## config.mk

```make
export PLATFORM = sky130hd
export DESIGN_NAME = kts_front
export DESIGN_NICKNAME = d
export VERILOG_FILES = /design/src/design/kts_pkg.sv /design/src/design/kts_front.sv
export SDC_FILE = /design/constraint.sdc
export NUM_CORES = 1
export LEC_CHECK = 0
export BUFFER_PORTS_ARGS = -buffer_cell sky130_fd_sc_hd__buf_2
export CAP_MARGIN = 20
export CORE_ASPECT_RATIO = 1.1
export CORE_MARGIN = 3
export CORE_UTILIZATION = 56
export DETAILED_ROUTE_END_ITERATION = 8
export HOLD_SLACK_MARGIN = 0.1
export PLACE_DENSITY = 0.85
export SLEW_MARGIN = 20
export SYNTH_ARGS = -nofsm -noshare
export SYNTH_HDL_FRONTEND = slang
export SYNTH_SLANG_ARGS = --single-unit
export TNS_END_PERCENT = 1
```

## constraint.sdc

```tcl
create_clock -name clk -period 9.6 [get_ports clk]
set_clock_uncertainty 0.15 [all_clocks]
set_input_delay 0.48 -clock clk [delete_from_list [all_inputs] [get_ports clk]]
set_output_delay 0.48 -clock clk [all_outputs]
set_load 0.1 [all_outputs]
```

## src/design/kts_pkg.sv

```systemverilog
`default_nettype none
package kts_pkg;

  localparam int unsigned TableEntries = 64;
  localparam int unsigned SlotW = $clog2(TableEntries);
  localparam int unsigned CountW = $clog2(TableEntries + 1);
  localparam int unsigned QueueDepth = 2;

  localparam logic [1:0] KIND_RECORD = 2'd0;
  localparam logic [1:0] KIND_QUERY = 2'd1;
  localparam logic [1:0] KIND_CLEAR = 2'd2;
  localparam logic [1:0] KIND_NONE = 2'd3;

  localparam logic [1:0] ST_OK = 2'd0;
  localparam logic [1:0] ST_DISABLED = 2'd1;
  localparam logic [1:0] ST_FULL = 2'd2;
  localparam logic [1:0] ST_NOT_FOUND = 2'd3;

  localparam logic [1:0] REG_RECORD_ENABLE = 2'd0;

  localparam int unsigned EntryW = 64 + 32 + 48 + 32 + 32;

  typedef struct packed {
    logic [1:0]  kind;
    logic [63:0] name_key;
    logic [31:0] elapsed_us;
  } in_item_t;

  typedef struct packed {
    logic [1:0]  status;
    logic [5:0]  slot;
    logic [31:0] call_count;
    logic [47:0] total_us;
    logic [31:0] min_us;
    logic [31:0] max_us;
    logic [31:0] avg_us;
  } out_item_t;

  // Work item handed from the front to the back part.
  typedef struct packed {
    logic [1:0]  kind;
    logic        rec_en;
    logic [63:0] name_key;
    logic [31:0] elapsed_us;
  } work_t;

  typedef struct packed {
    logic [63:0] key;
    logic [31:0] calls;
    logic [47:0] total;
    logic [31:0] vmin;
    logic [31:0] vmax;
  } entry_t;

endpackage
`default_nettype wire

```

## src/design/kts_front.sv

```systemverilog
`default_nettype none
module kts_front (
  input  wire logic               clk,
  input  wire logic               rst_n,
  input  wire logic               start,
  output logic                    busy,
  input  wire kts_pkg::in_item_t  in_item,
  input  wire logic               rec_en,
  output logic                    q_valid,
  output kts_pkg::work_t          q_item,
  input  wire logic               q_pop
);
  import kts_pkg::*;

  localparam int unsigned PtrW = $clog2(QueueDepth);

  work_t             fifo_r [QueueDepth];
  logic [PtrW-1:0]   wptr_r, rptr_r;
  logic [PtrW:0]     cnt_r;
  logic              push;

  assign busy = (cnt_r == (PtrW+1)'(QueueDepth));
  // Kind 3 produces nothing, so it is dropped here.
  assign push = start && !busy && (in_item.kind != KIND_NONE);
  assign q_valid = (cnt_r != '0);
  assign q_item = fifo_r[rptr_r];

  always_ff @(posedge clk) begin
    if (push) begin
      fifo_r[wptr_r] <= '{kind: in_item.kind, rec_en: rec_en,
                          name_key: in_item.name_key, elapsed_us: in_item.elapsed_us};
    end
    if (!rst_n) begin
      wptr_r <= '0;
      rptr_r <= '0;
      cnt_r <= '0;
    end else begin
      if (push) wptr_r <= wptr_r + 1'b1;
      if (q_pop) rptr_r <= rptr_r + 1'b1;
      cnt_r <= cnt_r + (PtrW+1)'(push) - (PtrW+1)'(q_pop);
    end
  end
endmodule
`default_nettype wire

```

Yosys cells after proc, flatten, opt, wreduce, memory -nomap -nowiden

Memories as Yosys holds them, arrays and structs flattened. A register that Yosys moved wholly into a read port is not among the register bits.
Index checks and enable logic that the tools add are counted.

Bits in registers: 4
Bits of input ports: 103
Memories kept: 1
Output and inout bits: 101
Memory bits (writable): 198
Word-level logic and storage cells: 18

Memories:

| name   | words | bits a word | rd ports | clocked after memory_dff | wr ports | line            | text |
|---|---|---|---|---|---|---|---|
| fifo_r | 2     | 99          | 1        | 1                        | 1        | kts_front.sv:17 | `work_t fifo_r [QueueDepth];` |

Multiplexer cells: 4
Reduce and logical (&&, ||, !) cells: 4
Add/sub/neg operators: 4
Equal/unequal tests: 2

Operators by type and width:

| kind                                  | count |
|---|---|
| two-way mux 1 bit                     | 4 |
| adder 1 bit (second input constant)   | 2 |
| adder 2 x 1 -> 2 bit                  | 1 |
| == test 2 bit (second input constant) | 1 |
| logical AND 1 bit                     | 2 |
| != test 2 bit (second input constant) | 1 |
| nonzero test 2 bit                    | 1 |
| subtractor 2 x 1 -> 2 bit             | 1 |
| logical NOT 1 bit                     | 1 |

Depth between registers and ports, before layout

Depth in word-level cells: 6
Gate-level depth with buffers: 8

Worst setup path after synthesis

OpenSTA, ideal clock, no wires.

Path type: flip-flop to flip-flop
Start point: reg cnt_r[1]
End point: mem fifo_r[0][0] (netlist name), enable pin
Arrival time: 5.304 ns
Required time: 8.892 ns
Setup time: 0.558 ns
Stages on the path, launching flop included: 4
Clock period less this slack: 6.012 ns
Setup slack: 3.588 ns
Buffers on the path: 0
Cells stage by stage: dfxtp_1 nor2b_1 nand3b_1 nor2_1

Word-level cells in the longest chain between the ends: 6

Ends and longest elaborated chain:

| element                                 | line            | text |
|---|---|---|
| start, declared                         | kts_front.sv:19 | `logic [PtrW:0] cnt_r;` |
| start signal, assigned                  | kts_front.sv:40 | `cnt_r <= cnt_r + (PtrW+1)'(push) - (PtrW+1)'(q_pop);` |
| == test 2 bit                           | kts_front.sv:22 | `assign busy = (cnt_r == (PtrW+1)'(QueueDepth));` |
| net busy                                | kts_front.sv:6  | `output logic busy,` |
| logical NOT 1 bit                       | kts_front.sv:24 | `assign push = start && !busy && (in_item.kind != KIND_NONE);` |
| logical AND 1 bit (2 in series)         | kts_front.sv:24 |  |
| two-way mux 1 bit                       | kts_front.sv:29 | `if (push) begin` |
| two-way mux 1 bit (implied by the code) | kts_front.sv:30 | `fifo_r[wptr_r] <= '{kind: in_item.kind, rec_en: rec_en,` |
| end, declared                           | kts_front.sv:17 |  |

The timed path passes the listed nets, and every way through them passes these cells.

==> flow_summary.yaml <==
timing:
  drv_slew: 0
  fin_ws_ps: 6270
  timing.final.crit_share_pct: 34.7
  period_needed_ps: 3330
  slew_headroom_pct: 33.2
  setup-violations-final: 0
  hold_violations: 0
  grt_setup_unrepaired: "false"
  worst_hold_slack_ps: 183
  fmax_mhz: 300
  finalSetupTns_ps: 0
  tightest_slew_ps: 1000
critical_path:
  crit_slowest_cell: "buf_4"
  crit_path_cell_trace: "buf_4 > mux2_2 > buf_2"
  arrival_ps: 2700
  r2r_start: "cnt_r[1]"
  critPathKind: "flop to primary output"
  worst_r2r_path_depth: 4
  slowest_delay_ps: 750
  rrSetupSlack_ps: 6660
  end_kind: "primary output"
  required_ps: 8970
  crit_fanout: 61
  start_kind: "flop"
  rr_endpoint: "fifo_r[0][69]"
hold_path:
  min_path_cells: 2
  holdCritStartpoint: "rst_n"
  hp-class: "input port to flop"
  hold_end: "rptr_r"
clock_tree:
  clockBufferDepth: 3
  post-cts-setup-buffer-count: 0
  post_cts_resized: 0
  cts_num_sinks: 203
  holdBufCountCts: 99
  tritoncts: "built"
  cts-buffers-inserted: 20
  ctsHtreeMaxLevel: 1
  clockRootBuffer: "clkbuf_16"
  clk_pin_slew_ps: 60
  clock_latency_ps: 460
floorplanning:
  die_w_um: 116
  die_area_um2: 14600
  initial_core_util_pct: 58.1
  core_um2: 12800
  die_h_um: 127
  num_rows: 43
  ioPinCount: 204
power_and_ir_drop:
  power_switching_uw: 936
  clkPwrFrac_pct: 26.9
  ir_drop_mv: 0.207
  combPwrFrac_pct: 30.0
  cellPowerDensity_nw_per_um2: 253
  swShare_pct: 36.5
  power.internal_mw: 1.63
  p_leak_nw: 3.86
  seqPwrFrac_pct: 43.1
finish:
  antenna_cells: 0
  drive_above_1_share_pct: 50.0
  area_delta_synth_final_pct: 37.3
  fin_util_pct: 79.8
  nets: 755
  stdcell_area_um2: 10200
route:
  firstDrtPassIters: 4
  vias_per_cell: 5.17
  drtAntennaViolNets: 0
  drc_errors: 0
  vias: 4231
  wirelength_mm: 15.9
  drt_iter0_drc: 313
  wl_per_cell_um: 19.5
yosys:
  synth_top_cell_area_share_pct: 80.3
  synth_nets: 438
  synthesis.area_um2: 7400
  yosysWarningCount: 0
  yosysUniqueCellTypes: 17
  synth_top_area_cell: "edfxtp_1"
  syn_avg_cell_area_um2: 22.2
  synth.top_cells.by_area: "edfxtp_1 (80%), mux2_2 (14%), mux2_4 (2.0%)"
  synth-seq-cells: 203
  yosysSeqAreaShare_pct: 81.6
  synthCells: 333
placement:
  place.gp.congestion: 0.774
  portBuffers: 203
  place_ws_ps: 6560
  hpwl_mm: 9.02
  placed_area_um2: 8600
run_status:
  status: "finished clean"
global_route:
  grt_pass1_wl_mm: 24.2
  grt_overflow: 0
  grt_max_degree: 76
  antenna_found_initial: 0
  track_usage_pct: 21.5
  grt_pass1_vias: 4627
flow_run:
  drv_cap: 0
-- cells by family (layout without fill, tap and decap cells) --
kind of cell	Yosys count	in the layout	share of synthesized area (%)
simple gates	12	12	0.862
buf+inv	13	342	1.10
flops	203	203	81.6
fa+ha+maj	2	2	0.338
mux	100	100	15.7
xor+xnor	3	3	0.355
-- cell type report --
class / count / area [um^2]
Clock buffer: 28 / 552
Multi-Input combinational cell: 117 / 1290
Timing Repair Buffer: 306 / 2050
Inverter: 2 / 7.51
Clock inverter: 6 / 22.5
Fill cell: 650 / 2580
Sequential cell: 203 / 6050
Tap cell: 157 / 196
-- sequential cells by signal (all words and copies together), names as in the netlist, named ones only --
signal  count
cnt_r       2
fifo_r    198
rptr_r      1
wptr_r      1
-- per-stage QoR --
stage               cells  total power, mW
finish                819             2.57
global route          819             2.65
CTS                   819             2.57
detailed placement    686             1.86
global placement      685             1.84
floorplan             333             1.75
-- per-layer routing --
metal  vias to the layer above  track usage [%]  share of wire (%)
met2                       168             40.6                 55
met5                         -                0                  0
met1                      2079             23.6                 36
met4                         0             6.96                3.0
met3                        38             4.68                5.9
li1                       1946                -                  -
-- power by group through the flow --
stage          registers, mW  clock network, mW  logic [mW]
3_3_place_gp            1.12                  0       0.725
4_1_cts                 1.11              0.698       0.767
2_1_floorplan           1.12                  0       0.632
6_report                1.11              0.690       0.770
3_5_place_dp            1.12                  0       0.733
5_1_grt                 1.12              0.739       0.794
-- layout by cell type (no fill, tap or decap) --
cell type,netlist,final
and2_1,4,4
mux2i_1,1,1
mux2_4,10,10
ha_1,2,2
nor2_4,0,2
edfxtp_1,198,198
nand2_1,3,3
dlygate4sd3_1,0,99
clkinv_1,0,6
xor2_1,1,1
buf_2,8,203
buf_4,0,3
dfxtp_4,0,1
or2_2,1,1
nor2b_1,1,1
clkbuf_1,0,7
nand3b_1,1,1
clkbuf_16,0,21
buf_12,0,1
inv_1,2,2
dfxtp_1,5,4
xnor2_1,2,2
mux2_2,89,89
-- cell usage after synthesis --
cell      count
nor2b_1       1
inv_1         2
mux2i_1       1
mux2_2       89
mux2_4       10
and2_1        4
or2_2         1
dfxtp_1       5
buf_2         8
nor2_1        2
xor2_1        1
nand3b_1      1
xnor2_1       2
ha_1          2
nand2_1       3
edfxtp_1    198
buf_6         3
-- worst max-delay path: cells and delay by family (launching register included) --
family | cells | cell delay [ps]
muxes | 1 | 320
DFF | 1 | 680
buffers and inverters | 2 | 1180
-- worst max-delay path by stage --
| stage | from | to | cells past startpoint |
|---|---|---|---|
| global route | flop | q_item[66] | 3 |
| CTS | flop | q_item[60] | 3 |
| finish | flop | q_item[60] | 3 |
| global placement | in_item[96] | fifo_r[1][53] | 5 |
| floorplan | cnt_r[1] | fifo_r[0][0] | 3 |
| detailed placement | in_item[96] | fifo_r[0][74] | 5 |
(Power assumes the default switching activity.)
